<file path="src/hdl/lhcam_pkg.sv">
`default_nettype none
package lhcam_pkg;

   // Target codes of a result.
   localparam logic [1:0] TARGET_NONE = 2'd0;
   localparam logic [1:0] TARGET_ROM  = 2'd1;
   localparam logic [1:0] TARGET_RAM  = 2'd2;

   // Map modes.
   localparam logic MAP_LOROM = 1'b0;
   localparam logic MAP_HIROM = 1'b1;

   // Configuration register indexes.
   localparam int CSR_INDEX_W = 2;
   localparam logic [CSR_INDEX_W-1:0] CSR_MAP_MODE       = 2'd0;
   localparam logic [CSR_INDEX_W-1:0] CSR_ROM_BYTES      = 2'd1;
   localparam logic [CSR_INDEX_W-1:0] CSR_SAVE_RAM_BYTES = 2'd2;

   localparam int ROM_BYTES_W = 23;
   localparam int RAM_BYTES_W = 20;
   localparam int OFFSET_W    = 22;

   // The ROM remainder is worked out by restoring division, four
   // quotient bits in each pipeline stage.
   localparam int DIV_STEPS  = 4;
   localparam int DIVIDEND_W = 24;
   localparam int DIV_STAGES = DIVIDEND_W / DIV_STEPS;

   typedef struct packed {
      logic [1:0]            target;
      logic [OFFSET_W-1:0]   ram_offset;
      logic [DIVIDEND_W-1:0] dividend;
      logic [OFFSET_W-1:0]   remainder;
      logic                  store_enable;
      logic [7:0]            store_byte;
   } item_type;

endpackage
`default_nettype wire

</file>
<file path="src/hdl/lhcam_decode.sv">
`default_nettype none
module lhcam_decode (
   input  wire logic                                clock,
   input  wire logic                                reset,
   input  wire logic                                in_valid,
   output logic                                     in_ready,
   input  wire logic                                op,
   input  wire logic [7:0]                          bus_bank,
   input  wire logic [15:0]                         bus_offset,
   input  wire logic [7:0]                          write_byte,
   input  wire logic                                map_mode,
   input  wire logic [lhcam_pkg::ROM_BYTES_W-1:0]   rom_bytes,
   input  wire logic [lhcam_pkg::RAM_BYTES_W-1:0]   save_ram_bytes,
   output logic                                     out_valid,
   input  wire logic                                out_ready,
   output lhcam_pkg::item_type                      out_item
);

   logic                                 valid_ff;
   lhcam_pkg::item_type                  item_ff;
   lhcam_pkg::item_type                  item_in;
   logic                                 system_low;
   logic                                 ram_present;
   logic                                 ram_hit;
   logic                                 rom_ok;
   logic [18:0]                          ram_raw;
   logic [lhcam_pkg::RAM_BYTES_W-1:0]    ram_mask;
   logic [lhcam_pkg::RAM_BYTES_W-1:0]    ram_masked;
   logic [lhcam_pkg::OFFSET_W-1:0]       rom_off;

   always_comb begin
      // The lower half of banks 00-3F and 80-BF belongs to the system.
      system_low  = !bus_offset[15] && !bus_bank[6];
      ram_present = save_ram_bytes != '0;
      ram_mask    = save_ram_bytes - lhcam_pkg::RAM_BYTES_W'(1);
      if (map_mode == lhcam_pkg::MAP_LOROM) begin
         ram_hit = ((bus_bank >= 8'h70 && bus_bank < 8'h7e) || bus_bank >= 8'hf0) &&
                   !bus_offset[15] && ram_present;
         ram_raw = {bus_bank[3:0], bus_offset[14:0]};
         rom_off = {bus_bank[6:0], bus_offset[14:0]};
      end else begin
         ram_hit = !bus_bank[6] && bus_offset[15:13] == 3'b011 && ram_present;
         ram_raw = {bus_bank[5:0], bus_offset[12:0]};
         rom_off = {bus_bank[5:0], bus_offset};
      end
      ram_masked = {1'b0, ram_raw} & ram_mask;
      rom_ok = !system_low && bus_bank != 8'h7e && bus_bank != 8'h7f && rom_bytes != '0;

      item_in              = '0;
      item_in.dividend     = {2'b00, rom_off};
      if (ram_hit) begin
         item_in.target       = lhcam_pkg::TARGET_RAM;
         item_in.ram_offset   = {2'b00, ram_masked};
         item_in.store_enable = op;
         item_in.store_byte   = op ? write_byte : 8'h00;
      end else if (rom_ok && !op) begin
         item_in.target = lhcam_pkg::TARGET_ROM;
      end else begin
         item_in.target = lhcam_pkg::TARGET_NONE;
      end
   end

   assign in_ready  = !valid_ff || out_ready;
   assign out_valid = valid_ff;
   assign out_item  = item_ff;

   always_ff @(posedge clock) begin
      if (reset) begin
         valid_ff <= 1'b0;
      end else if (in_ready) begin
         valid_ff <= in_valid;
      end
   end

   always_ff @(posedge clock) begin
      if (in_ready && in_valid) begin
         item_ff <= item_in;
      end
   end

endmodule
`default_nettype wire

</file>
<file path="src/hdl/lhcam_div_stage.sv">
`default_nettype none
module lhcam_div_stage (
   input  wire logic                                clock,
   input  wire logic                                reset,
   input  wire logic                                in_valid,
   output logic                                     in_ready,
   input  wire lhcam_pkg::item_type                 in_item,
   input  wire logic [lhcam_pkg::ROM_BYTES_W-1:0]   divisor,
   output logic                                     out_valid,
   input  wire logic                                out_ready,
   output lhcam_pkg::item_type                      out_item
);

   logic                                  valid_ff;
   lhcam_pkg::item_type                   item_ff;
   lhcam_pkg::item_type                   item_in;
   logic [lhcam_pkg::OFFSET_W-1:0]        rem;
   logic [lhcam_pkg::DIVIDEND_W-1:0]      dvd;
   logic [lhcam_pkg::ROM_BYTES_W-1:0]     trial;

   // Each step brings down one dividend bit; the partial remainder stays
   // below the divisor, so it fits the offset width.
   always_comb begin
      rem = in_item.remainder;
      dvd = in_item.dividend;
      trial = '0;
      for (int k = 0; k < lhcam_pkg::DIV_STEPS; k++) begin
         trial = {rem, dvd[lhcam_pkg::DIVIDEND_W-1]};
         dvd   = {dvd[lhcam_pkg::DIVIDEND_W-2:0], 1'b0};
         if (trial >= divisor) begin
            rem = lhcam_pkg::OFFSET_W'(trial - divisor);
         end else begin
            rem = trial[lhcam_pkg::OFFSET_W-1:0];
         end
      end
      item_in           = in_item;
      item_in.remainder = rem;
      item_in.dividend  = dvd;
   end

   assign in_ready  = !valid_ff || out_ready;
   assign out_valid = valid_ff;
   assign out_item  = item_ff;

   always_ff @(posedge clock) begin
      if (reset) begin
         valid_ff <= 1'b0;
      end else if (in_ready) begin
         valid_ff <= in_valid;
      end
   end

   always_ff @(posedge clock) begin
      if (in_ready && in_valid) begin
         item_ff <= item_in;
      end
   end

endmodule
`default_nettype wire

</file>
<file path="src/hdl/lorom_hirom_cart_address_mapper.sv">
// Cartridge address mapper for a 24-bit CPU bus, LoROM or HiROM layout.
// The req_ channel carries one bus access per transaction: the access kind
// in req_tuser and bank, offset and write data in req_tdata. The rsp_
// channel returns one transaction per access: the target memory (none,
// ROM or save RAM) and the store flag in rsp_tuser, the linear offset and
// the byte to store in rsp_tdata.
// Configuration is written through csr_we/csr_index/csr_wdata while no
// access is in flight; index 0 is the map mode, 1 the ROM size in bytes and
// 2 the save RAM size in bytes.
// An access passes eight registers: one decode stage, six remainder stages
// that each resolve four bits of the ROM offset modulo the ROM size, and an
// output register. The first is loaded at the accepting edge. One access is
// accepted every cycle unless a low rsp_tready holds the pipeline.
// Each stage has its own valid bit, so when rsp_tready is low the pipeline
// keeps accepting until its empty stages are filled, then holds everything.
// Reset clears the valid bits and sets the map mode to LoROM and both sizes
// to zero, so every access maps to no target until configured.
`default_nettype none
module lorom_hirom_cart_address_mapper (
   input  wire logic                                 clock,
   input  wire logic                                 reset,
   input  wire logic                                 req_tvalid,
   output logic                                      req_tready,
   // [7:0] bus_bank, [23:8] bus_offset, [31:24] write_byte
   input  wire logic [31:0]                          req_tdata,
   // [0] op
   input  wire logic                                 req_tuser,
   output logic                                      rsp_tvalid,
   input  wire logic                                 rsp_tready,
   // [21:0] linear_offset, [29:22] store_byte, [31:30] zero
   output logic [31:0]                               rsp_tdata,
   // [1:0] target, [2] store_enable
   output logic [2:0]                                rsp_tuser,
   input  wire logic                                 csr_we,
   input  wire logic [lhcam_pkg::CSR_INDEX_W-1:0]    csr_index,
   input  wire logic [lhcam_pkg::ROM_BYTES_W-1:0]    csr_wdata
);

   localparam int NSTG = lhcam_pkg::DIV_STAGES;

   logic                                 map_mode_ff;
   logic [lhcam_pkg::ROM_BYTES_W-1:0]    rom_bytes_ff;
   logic [lhcam_pkg::RAM_BYTES_W-1:0]    save_ram_bytes_ff;

   logic                                 stg_valid [NSTG+1];
   logic                                 stg_ready [NSTG+1];
   lhcam_pkg::item_type                  stg_item  [NSTG+1];

   logic                                 out_ready;
   logic                                 rsp_valid_ff;
   logic [1:0]                           target_ff;
   logic [lhcam_pkg::OFFSET_W-1:0]       offset_ff;
   logic                                 store_enable_ff;
   logic [7:0]                           store_byte_ff;
   logic [lhcam_pkg::OFFSET_W-1:0]       offset_in;

   always_ff @(posedge clock) begin
      if (reset) begin
         map_mode_ff       <= lhcam_pkg::MAP_LOROM;
         rom_bytes_ff      <= '0;
         save_ram_bytes_ff <= '0;
      end else if (csr_we) begin
         unique case (csr_index)
            lhcam_pkg::CSR_MAP_MODE:       map_mode_ff <= csr_wdata[0];
            lhcam_pkg::CSR_ROM_BYTES:      rom_bytes_ff <= csr_wdata;
            lhcam_pkg::CSR_SAVE_RAM_BYTES: begin
               save_ram_bytes_ff <= csr_wdata[lhcam_pkg::RAM_BYTES_W-1:0];
            end
            default: begin
            end
         endcase
      end
   end

   lhcam_decode u_decode (
      .clock          (clock),
      .reset          (reset),
      .in_valid       (req_tvalid),
      .in_ready       (req_tready),
      .op             (req_tuser),
      .bus_bank       (req_tdata[7:0]),
      .bus_offset     (req_tdata[23:8]),
      .write_byte     (req_tdata[31:24]),
      .map_mode       (map_mode_ff),
      .rom_bytes      (rom_bytes_ff),
      .save_ram_bytes (save_ram_bytes_ff),
      .out_valid      (stg_valid[0]),
      .out_ready      (stg_ready[0]),
      .out_item       (stg_item[0])
   );

   for (genvar s = 0; s < NSTG; s++) begin : g_div
      lhcam_div_stage u_stage (
         .clock     (clock),
         .reset     (reset),
         .in_valid  (stg_valid[s]),
         .in_ready  (stg_ready[s]),
         .in_item   (stg_item[s]),
         .divisor   (rom_bytes_ff),
         .out_valid (stg_valid[s+1]),
         .out_ready (stg_ready[s+1]),
         .out_item  (stg_item[s+1])
      );
   end

   assign out_ready        = !rsp_valid_ff || rsp_tready;
   assign stg_ready[NSTG]  = out_ready;

   always_comb begin
      if (stg_item[NSTG].target == lhcam_pkg::TARGET_ROM) begin
         offset_in = stg_item[NSTG].remainder;
      end else begin
         offset_in = stg_item[NSTG].ram_offset;
      end
   end

   always_ff @(posedge clock) begin
      if (reset) begin
         rsp_valid_ff <= 1'b0;
      end else if (out_ready) begin
         rsp_valid_ff <= stg_valid[NSTG];
      end
   end

   always_ff @(posedge clock) begin
      if (out_ready && stg_valid[NSTG]) begin
         target_ff       <= stg_item[NSTG].target;
         offset_ff       <= offset_in;
         store_enable_ff <= stg_item[NSTG].store_enable;
         store_byte_ff   <= stg_item[NSTG].store_byte;
      end
   end

   assign rsp_tvalid = rsp_valid_ff;
   assign rsp_tdata  = {2'b00, store_byte_ff, offset_ff};
   assign rsp_tuser  = {store_enable_ff, target_ff};

   a_store_only_ram: assert property (@(posedge clock) disable iff (reset)
      rsp_valid_ff && store_enable_ff |-> target_ff == lhcam_pkg::TARGET_RAM)
      else $error("store enable raised for a target other than save RAM");

   a_none_zero_offset: assert property (@(posedge clock) disable iff (reset)
      rsp_valid_ff && target_ff == lhcam_pkg::TARGET_NONE |-> offset_ff == '0)
      else $error("unmapped access carries a nonzero offset");

   a_target_code: assert property (@(posedge clock) disable iff (reset)
      rsp_valid_ff |-> target_ff == lhcam_pkg::TARGET_NONE ||
                       target_ff == lhcam_pkg::TARGET_ROM ||
                       target_ff == lhcam_pkg::TARGET_RAM)
      else $error("result carries an undefined target code");

   a_rom_offset_bound: assert property (@(posedge clock) disable iff (reset)
      rsp_valid_ff && target_ff == lhcam_pkg::TARGET_ROM &&
      $stable(rom_bytes_ff) |-> {1'b0, offset_ff} < rom_bytes_ff)
      else $error("ROM offset not below the ROM size");

endmodule
`default_nettype wire

</file>
<file path="config.mk">
export PLATFORM = sky130hd
export DESIGN_NAME = lorom_hirom_cart_address_mapper
export DESIGN_NICKNAME = d
export VERILOG_FILES = /design/src/hdl/lhcam_pkg.sv /design/src/hdl/lhcam_decode.sv /design/src/hdl/lhcam_div_stage.sv /design/src/hdl/lorom_hirom_cart_address_mapper.sv
export SDC_FILE = /design/constraint.sdc
export NUM_CORES = 2
export LEC_CHECK = 0
export ABC_AREA = 1
export BUFFER_PORTS_ARGS = -buffer_cell sky130_fd_sc_hd__clkbuf_2
export CORE_MARGIN = 1.5
export CORE_UTILIZATION = 50
export DETAILED_ROUTE_END_ITERATION = 8
export GPL_TIMING_DRIVEN = 1
export PLACE_DENSITY = 0.76
export REMOVE_ABC_BUFFERS = 1
export SLEW_MARGIN = 30
export SYNTH_ARGS = -nofsm -noshare
export SYNTH_HDL_FRONTEND = slang
export SYNTH_SLANG_ARGS = --single-unit
</file>
<file path="constraint.sdc">
create_clock -name clock -period 10.31 [get_ports clock]
set_input_delay 0 -clock clock [delete_from_list [all_inputs] [get_ports clock]]
set_output_delay 0 -clock clock [all_outputs]
set_load 0.1 [all_outputs]
</file>
==> impl_metrics.json <==
{
  "ys_top_cells_by_count": "nand2_1, inv_1, nand3_1, nor2_1, a21oi_1",
  "clk_pin_slew_ps": 70,
  "cp-start-kind": "register",
  "rsz0062_at_grt": "no",
  "slowest_delay_ps": 500,
  "finish.net_count": 8323,
  "period_needed_ps": 9730,
  "synth-main-ff-cell": "edfxtp_1",
  "portBuffers": 97,
  "maxSlewHeadroom_pct": 35.2,
  "seq_area_frac_synth_pct": 27.8,
  "vias": 53479,
  "finalCritPeriodShare_pct": 94.4,
  "fin_skew_ps": 63.4,
  "grtUsageTotal_pct": 35.6,
  "yosysTopAreaCell": "edfxtp_1",
  "synthToLayoutAreaGrowth_pct": 9.87,
  "grt_max_degree": 65,
  "drt_iter0_markers": 5631,
  "syn_area_um2": 53100,
  "avgRoutedWirePerCell_um": 21.6,
  "drv_cap": 0,
  "num_rows": 119,
  "outcome": "finished clean",
  "synth_seq_cells": 509,
  "yosysTopAreaCellShare_pct": 25.8,
  "grt_pass1_vias": 49815,
  "dp_cells": 8955,
  "firstDrtPassIters": 6,
  "tritoncts": "built",
  "synth_area_per_cell_um2": 7.11,
  "worstPathRequired_ps": 10720,
  "stdcell_count": 9149,
  "cts_num_sinks": 509,
  "synth_area_leaders": "edfxtp_1, nand2_1, ha_1",
  "drc_errors": 0,
  "grt_overflow": 0,
  "crit_fanout": 25,
  "routed_wl_um": 198000,
  "crit_path_top_delay_cell": "inv_2",
  "h-tree-depth": 2,
  "core_area_um2": 105000,
  "die_area_um2": 108000,
  "tightest_slew_ps": 962,
  "drv_slew": 0,
  "antenna_found_initial": 8,
  "hold_path.class": "in -> reg",
  "ioPinCount": 100,
  "ys_types": 66,
  "path_common_cell": "nand2_1",
  "final_antenna_net_count": 0,
  "netlist_instances": 7473,
  "async_flop_share_pct": 0,
  "insertion_delay_ps": 670,
  "die_h_um": 329,
  "root_buffer": "clkbuf_16",
  "initial_core_util_pct": 50.5,
  "hold_viol_final": 0,
  "critPathKind": "reg -> reg",
  "yosysMostFrequentCell": "nand2_1",
  "max_freq_mhz": 103,
  "path_delay_family": "simple AND/OR/NAND/NOR gates",
  "cts_made_buffers": 54,
  "gp_congestion": 1.03,
  "dp_hpwl_um": 158000,
  "die_w_um": 329,
  "critPathCaptureType": "register",
  "setup_violations": 0,
  "cp.arrival_ps": 10140,
  "drive_gt1_share_pct": 7.31,
  "synth_edf_count": 457,
  "grt_pass1_wl_um": 295000,
  "path_buf_inv": 8,
  "cts_buffer_depth": 3,
  "ys_warn_count": 0,
  "viasPerCell": 5.85
}
[final cells by class]
type	count	area, µm²
repair buffers	301	2260
well taps	1391	1740
fillers	10186	46900
diodes	6	15.0
clock inverters	40	554
multi-input cells	6075	34700
flip-flops and latches	509	14800
inverters	766	2880
clock buffers	61	1410
[stage by stage]
| step | utilization [%] | instance area [µm²] | hold WS (ps) | TNS, ps | setup WS (ps) |
|---|---|---|---|---|---|
| 6_report | 55.4 | 58400 | 141 | 0 | 581 |
| 2_1_floorplan | - | 52300 | 69.1 | -20200 | -760 |
| 3_5_place_dp | 52.7 | 55500 | 205 | 0 | 765 |
| 4_1_cts | 55.4 | 58300 | 104 | 0 | 778 |
| 5_1_grt | 55.4 | 58400 | 133 | 0 | 20.7 |
| 3_3_place_gp | 52.7 | 55500 | 203 | 0 | 872 |
[worst paths after layout]
path / startpoint / endpoint / slack, ps / cells past startpoint
setup / recovery: rom_bytes_ff[9] / g_div[2].u_stage.out_item[24] / 580 / 41
setup reg to reg: rom_bytes_ff[9] / g_div[2].u_stage.out_item[24] / 580 / 41
hold reg to reg: g_div[4].u_stage.out_item[58] / g_div[5].u_stage.out_item[58] / 380 / 0
hold / removal: req_tdata[14] / u_decode.out_item[37] / 140 / 2
[per-layer routing]
metal	track usage, %	vias up	wire [µm]
met4	14.9	4	9610
li1	-	25829	-
met1	49.6	24781	85500
met3	4.06	478	15600
met5	0	-	23
met2	56.0	2387	87100
[what timing repair did]
action | CTS | global route
endpoints found under the hold margin | 100 | 0
hold buffers | 87 | 0
endpoints found under the setup margin | 0 | 43
setup buffers | 0 | 0
gates resized for setup | 0 | 4
[registers in the layout (all words and copies together), names as in the netlist]
name	flops
u_decode.out_item	52
offset_ff	22
target_ff	2
g_div.u_stage.out_item	372
g_div.u_stage.out_valid	6
u_decode.out_valid	1
map_mode_ff	1
store_byte_ff	8
save_ram_bytes_ff	20
rom_bytes_ff	23
store_enable_ff	1
rsp_tvalid	1
[kinds of logic after synthesis]
| family | count (synthesis) | share of synthesized area, % |
|---|---|---|
| other | 1 | 0.00706 |
| AOI/OAI and AO/OA | 1154 | 12.1 |
| buffers and inverters | 890 | 6.91 |
| and+or+nand+nor | 4027 | 34.2 |
| muxes | 19 | 0.403 |
| adders and majority gates | 553 | 13.3 |
| DFF | 509 | 27.8 |
| xor gates and xnor gates | 320 | 5.28 |
[placed cells by master (no fill, tap or decap), drive strengths merged, types with 37 or more instances in the layout]
cell / n
nand3: 719
xnor2: 144
dlygate4sd3: 87
a211oi: 43
nor2: 590
a21oi: 574
o21bai: 42
dfxtp: 52
or2: 56
edfxtp: 457
nand4: 105
nor3: 100
nand3b: 137
nand2: 2138
a21o: 59
clkbuf: 158
xor2: 176
nor4: 37
buf: 117
and2: 130
ha: 531
inv: 770
o21ai: 346
Power is not shown: default switching activity piles up to over one toggle a cycle in this logic, so the estimate is an artifact.
